`src/rtl/knnmv_pkg.sv`:
```
// Package for the k-nearest-neighbour vote classifier: constants, item types, state encoding.
package knnmv_pkg;

    localparam int K_MAX                = 16;
    localparam int FEATURE_BITS         = 9;
    localparam int WEATHER_CLASSES      = 6;
    localparam int ILLUMINATION_CLASSES = 9;
    localparam int ENVIRONMENT_CLASSES  = 6;

    localparam int WL_W  = 3;
    localparam int IL_W  = 4;
    localparam int EL_W  = 3;
    localparam int K_W   = 5;

    localparam int ADDR_W = $clog2(K_MAX);
    localparam int CNT_W  = $clog2(K_MAX + 1);
    localparam int SQ_W   = 2 * FEATURE_BITS;
    localparam int DIST_W = 2 * FEATURE_BITS + 2;

    localparam int CLASS_SPAN_WI = (WEATHER_CLASSES > ILLUMINATION_CLASSES) ?
                                   WEATHER_CLASSES : ILLUMINATION_CLASSES;
    localparam int CLASS_SPAN    = (CLASS_SPAN_WI > ENVIRONMENT_CLASSES) ?
                                   CLASS_SPAN_WI : ENVIRONMENT_CLASSES;
    localparam int PICK_W        = $clog2(CLASS_SPAN);

    localparam logic MODE_QUERY = 1'b0;
    localparam logic MODE_REF   = 1'b1;

    typedef struct packed {
        logic                    mode;
        logic [FEATURE_BITS-1:0] hue;
        logic [FEATURE_BITS-1:0] chroma;
        logic [FEATURE_BITS-1:0] contrast;
        logic [FEATURE_BITS-1:0] intensity;
        logic [WL_W-1:0]         weather_label;
        logic [IL_W-1:0]         illumination_label;
        logic [EL_W-1:0]         environment_label;
        logic                    is_query_itself;
        logic                    last_reference;
    } t_in_item;

    typedef struct packed {
        logic [WL_W-1:0]  weather_vote;
        logic [IL_W-1:0]  illumination_vote;
        logic [EL_W-1:0]  environment_vote;
        logic [CNT_W-1:0] neighbors_found;
    } t_out_item;

    typedef struct packed {
        logic [DIST_W-1:0] distance;
        logic [WL_W-1:0]   weather;
        logic [IL_W-1:0]   illumination;
        logic [EL_W-1:0]   environment;
    } t_entry;

    localparam int ENTRY_W = $bits(t_entry);

    typedef enum logic [3:0] {
        S_IDLE,
        S_SQUARE,
        S_SUM,
        S_DECIDE,
        S_SCAN,
        S_WRITE,
        S_COUNT,
        S_PICK,
        S_EMIT
    } t_state;

endpackage

```
`src/rtl/knn_majority_vote_classifier_top.sv`:
```
// Top level of the k-nearest-neighbour majority-vote classifier.
// Query item: taken while idle. Reference item: square, sum and decide steps, then a write
// into the next free slot, or, once the list is full, a walk over the kept list through the
// one RAM read port and a write over the largest kept distance if the new one is smaller.
// Last reference adds a count walk, CLASS_SPAN pick steps and a load of the output register.
// One item at a time; stall is high while an item is at work or a result awaits loading.
// Synchronous active-low reset: control idle, k = 1, query features zero, list empty.
// List RAM contents are undefined until written; only filled entries are ever read.
module knn_majority_vote_classifier_top import knnmv_pkg::*; (
    input  logic           i_clk,
    input  logic           i_rst_n,
    input  logic           i_in_valid,
    output logic           o_in_stall,
    input  t_in_item       i_in_data,
    output logic           o_out_valid,
    input  logic           i_out_stall,
    output t_out_item      o_out_data,
    input  logic           i_cfg_we,
    input  logic [K_W-1:0] i_cfg_wdata
);

    t_state                  r_state, n_state;
    logic [K_W-1:0]          r_k;
    logic [CNT_W-1:0]        k_eff;
    logic [FEATURE_BITS-1:0] r_q_hue, r_q_chroma, r_q_contrast, r_q_intensity;
    t_in_item                r_item;
    logic [SQ_W-1:0]         r_sq [4];
    logic [DIST_W-1:0]       r_dist;
    logic [CNT_W-1:0]        r_filled;
    logic [ADDR_W-1:0]       r_slot;
    logic [DIST_W-1:0]       r_max;
    logic [CNT_W-1:0]        r_raddr;
    logic                    r_rvalid;
    logic [ADDR_W-1:0]       r_ridx;
    logic [CNT_W-1:0]        r_cnt_w [2**WL_W];
    logic [CNT_W-1:0]        r_cnt_i [2**IL_W];
    logic [CNT_W-1:0]        r_cnt_e [2**EL_W];
    logic [PICK_W-1:0]       r_ci;
    logic [WL_W-1:0]         r_wpick;
    logic [IL_W-1:0]         r_ipick;
    logic [EL_W-1:0]         r_epick;
    logic [CNT_W-1:0]        r_wbest, r_ibest, r_ebest;
    logic                    r_out_valid;
    t_out_item               r_out;

    logic   in_acc;
    logic   ram_we;
    logic   walk;
    logic   rd_en;
    logic   walk_done;
    logic   out_load;
    t_state ref_end;
    t_entry wentry;
    t_entry rentry;
    logic [ENTRY_W-1:0] rdata;

    function automatic logic [SQ_W-1:0] sq_diff(input logic [FEATURE_BITS-1:0] a,
                                                input logic [FEATURE_BITS-1:0] b);
        logic [FEATURE_BITS-1:0] d;
        d = (a >= b) ? (a - b) : (b - a);
        return SQ_W'(d) * SQ_W'(d);
    endfunction

    always_comb begin
        if (r_k == '0) begin
            k_eff = CNT_W'(1);
        end else if (int'(r_k) > K_MAX) begin
            k_eff = CNT_W'(K_MAX);
        end else begin
            k_eff = CNT_W'(r_k);
        end
    end

    assign in_acc  = i_in_valid && !o_in_stall;
    assign ref_end = r_item.last_reference ? S_COUNT : S_IDLE;
    assign rentry  = t_entry'(rdata);

    // control outputs
    always_comb begin
        o_in_stall = (r_state != S_IDLE);
        ram_we     = (r_state == S_WRITE);
        walk       = (r_state == S_SCAN) || (r_state == S_COUNT);
        rd_en      = walk && (r_raddr < r_filled);
        walk_done  = walk && (r_raddr == r_filled) && !r_rvalid;
        out_load   = (r_state == S_EMIT) && (!r_out_valid || !i_out_stall);
    end

    // next state
    always_comb begin
        n_state = r_state;
        case (r_state)
            S_IDLE: begin
                if (in_acc && i_in_data.mode == MODE_REF) begin
                    if (i_in_data.is_query_itself) begin
                        n_state = i_in_data.last_reference ? S_COUNT : S_IDLE;
                    end else begin
                        n_state = S_SQUARE;
                    end
                end
            end
            S_SQUARE: n_state = S_SUM;
            S_SUM:    n_state = S_DECIDE;
            S_DECIDE: n_state = (r_filled < k_eff) ? S_WRITE : S_SCAN;
            S_SCAN: begin
                if (walk_done) begin
                    n_state = (r_dist < r_max) ? S_WRITE : ref_end;
                end
            end
            S_WRITE:  n_state = ref_end;
            S_COUNT: begin
                if (walk_done) begin
                    n_state = S_PICK;
                end
            end
            S_PICK: begin
                if (int'(r_ci) == CLASS_SPAN - 1) begin
                    n_state = S_EMIT;
                end
            end
            S_EMIT: begin
                if (out_load) begin
                    n_state = S_IDLE;
                end
            end
            default: n_state = S_IDLE;
        endcase
    end

    always_ff @(posedge i_clk) begin
        if (!i_rst_n) begin
            r_state       <= S_IDLE;
            r_k           <= K_W'(1);
            r_q_hue       <= '0;
            r_q_chroma    <= '0;
            r_q_contrast  <= '0;
            r_q_intensity <= '0;
            r_filled      <= '0;
            r_raddr       <= '0;
            r_rvalid      <= 1'b0;
            r_ci          <= '0;
            r_out_valid   <= 1'b0;
        end else begin
            r_state <= n_state;
            if (i_cfg_we) begin
                r_k <= i_cfg_wdata;
            end
            if (in_acc && i_in_data.mode == MODE_QUERY) begin
                r_q_hue       <= i_in_data.hue;
                r_q_chroma    <= i_in_data.chroma;
                r_q_contrast  <= i_in_data.contrast;
                r_q_intensity <= i_in_data.intensity;
                r_filled      <= '0;
            end else if (r_state == S_DECIDE && r_filled < k_eff) begin
                r_filled <= r_filled + CNT_W'(1);
            end
            // list walk address: restarts on every state change
            if (n_state != r_state) begin
                r_raddr  <= '0;
                r_rvalid <= 1'b0;
            end else if (rd_en) begin
                r_raddr  <= r_raddr + CNT_W'(1);
                r_rvalid <= 1'b1;
            end else begin
                r_rvalid <= 1'b0;
            end
            r_ci <= (r_state == S_PICK) ? r_ci + PICK_W'(1) : '0;
            if (out_load) begin
                r_out_valid <= 1'b1;
            end else if (!i_out_stall) begin
                r_out_valid <= 1'b0;
            end
        end
    end

    always_ff @(posedge i_clk) begin
        if (in_acc) begin
            r_item <= i_in_data;
        end
        if (rd_en) begin
            r_ridx <= r_raddr[ADDR_W-1:0];
        end
        if (r_state == S_SQUARE) begin
            r_sq[0] <= sq_diff(r_q_hue, r_item.hue);
            r_sq[1] <= sq_diff(r_q_chroma, r_item.chroma);
            r_sq[2] <= sq_diff(r_q_contrast, r_item.contrast);
            r_sq[3] <= sq_diff(r_q_intensity, r_item.intensity);
        end
        if (r_state == S_SUM) begin
            r_dist <= DIST_W'(r_sq[0]) + DIST_W'(r_sq[1]) + DIST_W'(r_sq[2])
                    + DIST_W'(r_sq[3]);
        end
        if (r_state == S_DECIDE && r_filled < k_eff) begin
            r_slot <= r_filled[ADDR_W-1:0];
        end else if (r_state == S_SCAN && r_rvalid) begin
            // first largest wins: strict compare
            if (r_ridx == '0 || rentry.distance > r_max) begin
                r_max  <= rentry.distance;
                r_slot <= r_ridx;
            end
        end
        if (out_load) begin
            r_out.weather_vote      <= r_wpick;
            r_out.illumination_vote <= r_ipick;
            r_out.environment_vote  <= r_epick;
            r_out.neighbors_found   <= r_filled;
        end
    end

    // label tally and vote pick
    always_ff @(posedge i_clk) begin
        if (r_state == S_IDLE) begin
            for (int j = 0; j < 2**WL_W; j++) r_cnt_w[j] <= '0;
            for (int j = 0; j < 2**IL_W; j++) r_cnt_i[j] <= '0;
            for (int j = 0; j < 2**EL_W; j++) r_cnt_e[j] <= '0;
        end else if (r_state == S_COUNT && r_rvalid) begin
            for (int j = 0; j < 2**WL_W; j++) begin
                if (j < WEATHER_CLASSES && rentry.weather == WL_W'(j)) begin
                    r_cnt_w[j] <= r_cnt_w[j] + CNT_W'(1);
                end
            end
            for (int j = 0; j < 2**IL_W; j++) begin
                if (j < ILLUMINATION_CLASSES && rentry.illumination == IL_W'(j)) begin
                    r_cnt_i[j] <= r_cnt_i[j] + CNT_W'(1);
                end
            end
            for (int j = 0; j < 2**EL_W; j++) begin
                if (j < ENVIRONMENT_CLASSES && rentry.environment == EL_W'(j)) begin
                    r_cnt_e[j] <= r_cnt_e[j] + CNT_W'(1);
                end
            end
        end
        // picks hold through the emit state until the output register takes them
        if (r_state == S_IDLE) begin
            r_wpick <= '0;
            r_ipick <= '0;
            r_epick <= '0;
            r_wbest <= '0;
            r_ibest <= '0;
            r_ebest <= '0;
        end else if (r_state == S_PICK) begin
            if (int'(r_ci) < WEATHER_CLASSES && r_cnt_w[r_ci[WL_W-1:0]] > r_wbest) begin
                r_wbest <= r_cnt_w[r_ci[WL_W-1:0]];
                r_wpick <= r_ci[WL_W-1:0];
            end
            if (int'(r_ci) < ILLUMINATION_CLASSES && r_cnt_i[IL_W'(r_ci)] > r_ibest) begin
                r_ibest <= r_cnt_i[IL_W'(r_ci)];
                r_ipick <= IL_W'(r_ci);
            end
            if (int'(r_ci) < ENVIRONMENT_CLASSES && r_cnt_e[r_ci[EL_W-1:0]] > r_ebest) begin
                r_ebest <= r_cnt_e[r_ci[EL_W-1:0]];
                r_epick <= r_ci[EL_W-1:0];
            end
        end
    end

    assign wentry.distance     = r_dist;
    assign wentry.weather      = r_item.weather_label;
    assign wentry.illumination = r_item.illumination_label;
    assign wentry.environment  = r_item.environment_label;

    knnmv_ram #(
        .WIDTH (ENTRY_W),
        .DEPTH (K_MAX)
    ) u_list (
        .i_clk   (i_clk),
        .i_we    (ram_we),
        .i_waddr (r_slot),
        .i_wdata (wentry),
        .i_raddr (r_raddr[ADDR_W-1:0]),
        .o_rdata (rdata)
    );

    assign o_out_valid = r_out_valid;
    assign o_out_data  = r_out;

`ifndef SYNTHESIS
    a_filled_bound: assert property (@(posedge i_clk) disable iff (!i_rst_n)
        int'(r_filled) <= K_MAX)
        else $error("kept list count beyond capacity");

    a_write_in_list: assert property (@(posedge i_clk) disable iff (!i_rst_n)
        ram_we |-> (CNT_W'(r_slot) < r_filled))
        else $error("list write outside kept entries");

    a_query_clears: assert property (@(posedge i_clk) disable iff (!i_rst_n)
        (in_acc && i_in_data.mode == MODE_QUERY) |=> (r_filled == '0))
        else $error("query load did not empty the list");

    a_result_source: assert property (@(posedge i_clk) disable iff (!i_rst_n)
        $rose(o_out_valid) |-> $past(r_state == S_EMIT))
        else $error("result raised outside vote emission");
`endif

endmodule

```
`src/rtl/knnmv_ram.sv`:
```
// Generic single-port-write, single-port-read RAM with registered read data.
module knnmv_ram #(
    parameter int WIDTH = 8,
    parameter int DEPTH = 16
) (
    input  logic                     i_clk,
    input  logic                     i_we,
    input  logic [$clog2(DEPTH)-1:0] i_waddr,
    input  logic [WIDTH-1:0]         i_wdata,
    input  logic [$clog2(DEPTH)-1:0] i_raddr,
    output logic [WIDTH-1:0]         o_rdata
);

    logic [WIDTH-1:0] r_mem [DEPTH];
    logic [WIDTH-1:0] r_rdata;

    always_ff @(posedge i_clk) begin
        if (i_we) begin
            r_mem[i_waddr] <= i_wdata;
        end
        r_rdata <= r_mem[i_raddr];
    end

    assign o_rdata = r_rdata;

endmodule

```
`config.mk`:
```
export PLATFORM = sky130hd
export DESIGN_NAME = knn_majority_vote_classifier_top
export DESIGN_NICKNAME = d
export VERILOG_FILES = /design/src/rtl/knnmv_pkg.sv /design/src/rtl/knn_majority_vote_classifier_top.sv /design/src/rtl/knnmv_ram.sv
export SDC_FILE = /design/constraint.sdc
export NUM_CORES = 2
export LEC_CHECK = 0
export ABC_AREA = 1
export ABC_CLOCK_PERIOD_IN_PS = 6300
export BUFFER_PORTS_ARGS = -buffer_cell sky130_fd_sc_hd__buf_2
export CORE_MARGIN = 1.5
export CORE_UTILIZATION = 50
export DETAILED_ROUTE_END_ITERATION = 7
export PLACE_DENSITY_LB_ADDON = 0.08
export SLEW_MARGIN = 20
export SYNTH_ARGS = -nofsm -noshare
export SYNTH_HDL_FRONTEND = slang
export SYNTH_HIERARCHICAL = 1
export SYNTH_SLANG_ARGS = --single-unit
```
`constraint.sdc`:
```
create_clock -name i_clk -period 6.3 [get_ports i_clk]
set_input_delay 0.63 -clock i_clk [delete_from_list [all_inputs] [get_ports i_clk]]
set_output_delay 0.63 -clock i_clk [all_outputs]
set_load 0.01 [all_outputs]
```
# ---- Word-level counts from Yosys, hierarchy flattened
# Memory sizes are Yosys's and may differ from the RTL's. A register that Yosys moved wholly into a read port is not among the register bits.
# Cells that the tools add are included.
dict set report totals {
  regBits 196
  latchBits 0
  ram_bits 712
  romBits 0
  input_bits 59
  out_inout_bits 17
  word_cells 319
  memories 5
}
# name depth word_bits rd rd_ports_with_merged_regs wr line
set mem_list {}
lappend mem_list {u_list.r_mem 16 30 1 1 1 knnmv_ram.sv:14} ;# logic [WIDTH-1:0] r_mem [DEPTH];
lappend mem_list {r_cnt_i 16 5 10 1 16 knn_majority_vote_classifier_top.sv:36} ;# logic [CNT_W-1:0] r_cnt_i [2**IL_W];
lappend mem_list {r_sq 4 18 4 0 4 knn_majority_vote_classifier_top.sv:27} ;# logic [SQ_W-1:0] r_sq [4];
lappend mem_list {r_cnt_e 8 5 7 1 8 knn_majority_vote_classifier_top.sv:37} ;# logic [CNT_W-1:0] r_cnt_e [2**EL_W];
lappend mem_list {r_cnt_w 8 5 7 1 8 knn_majority_vote_classifier_top.sv:35} ;# logic [CNT_W-1:0] r_cnt_w [2**WL_W];
dict set report op_classes {
  n_addsub 35
  mul 4
  n_div 0
  magnitude_cmp 14
  n_eq_ne 30
  n_shift 0
  muxes 137
  bitwise 24
  n_reduce_logical 37
}
# op count
set op_table {}
lappend op_table {{adder 5 x 1 -> 5 bit, second input constant} 23}
lappend op_table {{two-way mux 5 bit} 23}
lappend op_table {{two-way mux 1 bit} 94}
lappend op_table {{multiplier 9 x 9 -> 18 bit} 4}
lappend op_table {{subtractor 9 bit} 8}
lappend op_table {{greater-or-equal comparator 9 bit} 4}
lappend op_table {{two-way mux 4 bit} 9}
lappend op_table {{two-way mux 9 bit} 4}
lappend op_table {{case mux 4 bit (9 select lines)} 1}
lappend op_table {{== test 4 x 3 -> 1 bit, second input constant} 8}
lappend op_table {{OR 1 bit} 21}
lappend op_table {{adder 19 x 18 -> 20 bit} 1}
lappend op_table {{adder 20 x 18 -> 20 bit} 1}
lappend op_table {{> comparator 20 bit} 1}
lappend op_table {{less-than comparator 20 bit} 1}
lappend op_table {{adder 18 x 18 -> 19 bit} 1}
lappend op_table {{two-way mux 3 bit} 6}
lappend op_table {{== test 4 x 2 -> 1 bit, second input constant} 4}
lappend op_table {{> comparator 5 bit} 3}
lappend op_table {{logical AND 1 bit} 13}
lappend op_table {{== test 3 x 2 -> 1 bit, second input constant} 4}
lappend op_table {{== test 3 bit, second input constant} 4}
lappend op_table {{== test 4 bit, second input constant} 3}
lappend op_table {{zero test 4 bit} 3}
lappend op_table {{other kinds (20)} 37}

# ---- Logic depth before layout (Yosys ltp)
dict set report logic_depth {
  word_depth 8
  mapped_depth 33
  depth_no_buf 32
}

# ---- Cells and area by module
# Netlist, hierarchy kept.
# mod n_inst cells_each area_each_um2 seq_area_each_um2
set modules_own_cells {}
lappend modules_own_cells {knn_majority_vote_classifier_top 1 3306 29393.2 10219.8}
lappend modules_own_cells {knnmv_ram 1 1991 21314.2 15014.4}

# ---- Worst setup path before layout
# No wires, ideal clock.
dict set report synth_timing {
  path_type {register to register}
  from {register r_state[3]}
  to {register r_rvalid}
  setup_time_ns 0.066
  arrival_ns 6.081
  required_ns 6.234
  slack_ns 0.154
  stages_incl_launch_ff 11
  n_path_buf 0
  period_less_slack_ns 6.146
  path_cell_list {dfxtp_1 > nor2_1 > inv_2 > nor3_1 > nor2_1 > nor3b_2 > nand3_1 > nand3_1 > nor2_1 > nand2_1 > nor2_1}
}
dict set report synth_between {
  elab_chain_cells 8
  word_cells_on_any_way 27
  classes_between {eq/ne: 9; mux: 7; reduce/logical: 11}
}
# element line
set synth_rtl {}
lappend synth_rtl {{start, declared} knn_majority_vote_classifier_top.sv:22} ;# t_state r_state, n_state;
lappend synth_rtl {{start signal, assigned} knn_majority_vote_classifier_top.sv:143} ;# r_state <= n_state;
lappend synth_rtl {{== test 4 x 3 -> 1 bit or nonzero test 4 bit (tied branches)} {knn_majority_vote_classifier_top.sv:82, knn_majority_vote_classifier_top.sv:91, knn_majority_vote_classifier_top.sv:80}}
lappend synth_rtl {{logical OR 1 bit or zero test 1 bit (tied branches)} {knn_majority_vote_classifier_top.sv:82, knn_majority_vote_classifier_top.sv:74}}
lappend synth_rtl {{logical AND 1 bit (on tied branches)} {knn_majority_vote_classifier_top.sv:84, knn_majority_vote_classifier_top.sv:74}}
lappend synth_rtl {{logical AND 1 bit (on tied branches)} {knn_majority_vote_classifier_top.sv:84, knn_majority_vote_classifier_top.sv:93}}
lappend synth_rtl {{two-way mux 4 bit (on tied branches)} {knn_majority_vote_classifier_top.sv:111, knn_majority_vote_classifier_top.sv:93, knn_majority_vote_classifier_top.sv:105}}
lappend synth_rtl {{case mux 4 bit (9 select lines)} knn_majority_vote_classifier_top.sv:91} ;# case (r_state)
lappend synth_rtl {{!= test 4 bit} knn_majority_vote_classifier_top.sv:157} ;# if (n_state != r_state) begin
lappend synth_rtl {{OR reduction 2 bit (no source line)} --}
lappend synth_rtl {{end signal, assigned} knn_majority_vote_classifier_top.sv:159} ;# r_rvalid <= 1'b0;
lappend synth_rtl {{end signal, assigned} knn_majority_vote_classifier_top.sv:162} ;# r_rvalid <= 1'b1;
lappend synth_rtl {{end signal, assigned} knn_majority_vote_classifier_top.sv:164} ;# r_rvalid <= 1'b0;
lappend synth_rtl {{end, declared} knn_majority_vote_classifier_top.sv:33} ;# logic r_rvalid;
# Several ways; a longest one is shown, not always the timed one.
# A chain may end at the register's enable or synchronous reset.

==> impl_metrics.toml <==
[status]
status = "completed"

[setup_path]
cp_max_fo = 7
cp-start-kind = "register"
reg2reg_slack_ps = 340
cp_data_required_time_ps = 6690
endpoint_kind = "register"
reg2reg_to = "r_sq[1][16]$_DFFE_PP_"
cp.arrival_ps = 6360
critPathKind = "register to register"
reg2reg_from = "r_item[32]$_DFFE_PP_"
r2r_cells = 24

[detailed_routing]
drt-total-wl_mm = 119
avgRoutedWirePerCell_um = 17.4
drc = 0
antenna_left = 0
drt_iter0_markers = 2286
drtPass1Iterations = 6
viasPerCell = 5.11
vias = 34890

[global_routing]
grt_util_all_layers_pct = 23.2
antenna_found_initial = 8
first_global_vias = 34503
grt_first_pass_wirelength_mm = 188
grt_max_degree = 121
overflow = 0

[floorplan]
die-area_sq_um = 103000
die_width_um = 321
pin_count = 76
fp.coreArea_sq_um = 100000
initial_core_util_pct = 50.6
row_count = 116
die_h_um = 321

[sta]
max_freq_mhz = 168
slew-limit-headroom_pct = 25.5
finalCritPeriodShare_pct = 94.7
finClkSkew_ps = 33.1
worst_slew_pin_slew_ps = 1120
fin_crit_ps = 5960
slew_violations = 0
setup_viol_count_final = 0
final_hold_viol_count = 0

[synth]
synth-edff-count = 763
synth_warnings = 6
postSynthCellCount = 5297
synth_top_area_cell = "edfxtp_1"
synthTopCellsByArea = "edfxtp_1, nand2_1, ha_1"
yosysMostFrequentCell = "nand2_1"
async_reset_ff_share_pct = 0
synth.distinct_cells = 63
syn_avg_cell_area_sq_um = 9.57
synthFlopType = "edfxtp_1"
ys_seq_elements = 879
netlist_area_sq_um = 50700
synthDominantCellAreaShare_pct = 45.2
yosysSeqAreaShare_pct = 49.8
synthTopCellsByCount = "nand2_1, inv_1, edfxtp_1"

[clock_network]
cts_buffers = 99
h-tree-depth = 3
cts-root-buf = "clkbuf_16"
clk_pin_slew_ps = 60
cts_max_path_buffers = 3
cts_tree = "done"
clock-sinks = 879
clk_latency_ps = 670

[finish]
synthToLayoutAreaGrowth_pct = 10.8
final_nets = 5931
drive_gt1_share_pct = 8.41
fill_cells = 8860
fin_area_sq_um = 56200
seqCellArea_sq_um = 25200
final_cells = 6828
multi_input_area_sq_um = 21400

[hold_path]
hold_depth = 1
hold_end = "r_item[7]$_DFFE_PP_"
hp-class = "input pin to register"
min_from = "i_in_data[7]"

[placed_design]
dpl.hpwl_mm = 77.3
place_congestion = 0.860
dpl_cell_area_sq_um = 52400
io_buffer_count = 75
placed_cells = 6631

[flow_run]
timing.max_cap.violations = 0
[area by class of cell]
cell class              count  area share (%)
clock buffers             133            4.99
inverters                 969            6.49
flip-flops and latches    879            44.9
multi-input cells        3295            38.0
repair buffers            141            1.55
diodes                      3          0.0134
clock inverters            51            1.01
well taps                1357            3.02
[sequential cells by signal (all words and copies together) (netlist names), 15 cells and up]
register	flops
u_list/o_rdata	30
o_out_data	15
r_cnt_i	45
u_list/r_mem	480
r_dist	20
r_cnt_e	30
r_max	20
r_item	47
r_cnt_w	30
r_sq	68
[metrics by stage]
stage / TNS [ps] / util [%] / hold slack [ps] / worst slack, ps
global route: -72.3 / 56.0 / 104 / -52.2
finish: 0 / 56.0 / 138 / 336
CTS: 0 / 55.6 / 92.4 / 78.0
floorplan: 0 / - / 403 / 154
detailed placement: 0 / 52.2 / 414 / 104
global placement: 0 / 52.2 / 412 / 237
[cell usage in the layout, fill, tap and decap left out, drive strengths merged, types with 3 or more instances in the layout]
cell / count
ha: 307
fa: 180
xor2: 109
bufinv: 9
o31ai: 3
nor3: 23
a21boi: 4
clkinvlp: 7
nand3b: 3
o22ai: 15
nor2: 398
conb: 3
o211ai: 12
inv: 969
nand2: 1122
o21a: 5
o21bai: 8
o21ai: 215
o221ai: 10
nor3b: 3
a31oi: 9
edfxtp: 763
xnor2: 59
dfxtp: 116
clkbuf: 133
buf: 141
a21o: 22
diode: 3
nor4: 4
nand4: 41
or2: 16
a21oi: 239
nand3: 472
o2111ai: 4
clkinv: 35
[kinds of logic (layout without fill, tap and decap cells)]
logic type / count (synthesis) / in the layout / synth area share [%]
buffers and inverters: 1127 / 1294 / 9.12
XOR/XNOR: 168 / 168 / 2.93
multiplexers: 2 / 2 / 0.0395
other: 2 / 6 / 0.0148
adder cells (fa/ha/maj): 487 / 487 / 14.7
flip-flops: 879 / 879 / 49.8
AO/OA/AOI/OAI: 550 / 550 / 6.06
AND/OR/NAND/NOR: 2082 / 2085 / 17.4
[routing by layer]
metal,share of wire (%),vias to the layer above,track usage [%]
met3,4.2,224,3.53
met2,49,667,39.9
met1,44,16604,30.1
met5,0.083,-,0
li1,-,17381,-
met4,3.2,14,7.51
[worst max path at each step]
stage / from / endpoint / slack, ps
after detailed placement: r_item[34]$_DFFE_PP_ / r_sq[1][17]$_DFFE_PP_ / 100
final: r_item[32]$_DFFE_PP_ / r_sq[1][16]$_DFFE_PP_ / 340
after CTS: r_q_chroma[4]$_SDFFE_PN0P_ / r_sq[1][17]$_DFFE_PP_ / 80
after global placement: r_q_chroma[4]$_SDFFE_PN0P_ / r_sq[1][17]$_DFFE_PP_ / 240
after floorplan: r_state[3]$_SDFF_PN0_ / r_rvalid$_SDFF_PP0_ / 150
after global routing: r_item[42]$_DFFE_PP_ / r_sq[0][14]$_DFFE_PP_ / -50
[timing repair]
| action | CTS | global route |
|---|---|---|
| setup endpoints to repair | 0 | 24 |
| buffers inserted | 0 | 7 |
| hold buffers | 0 | 0 |
| gates resized for setup | 0 | 70 |
[worst max-delay path, stage by stage (launching register included)]
cell	delay (ps)
edfxtp_1	410
ha_2	420
nand2_1	70
inv_1	170
nand4_1	290
nand4_4	230
inv_2	70
nand2_1	100
nand2_4	90
nor2_1	170
inv_1	80
fa_1	590
inv_1	70
fa_1	490
inv_1	50
fa_1	460
fa_1	540
inv_1	40
ha_1	360
nand3b_1	100
and2_1	200
o221ai_1	260
nand3_1	140
o21ai_0	220
xor2_1	90
Power is not shown: default switching activity piles up to over one toggle a cycle in this logic, so the estimate is an artifact.
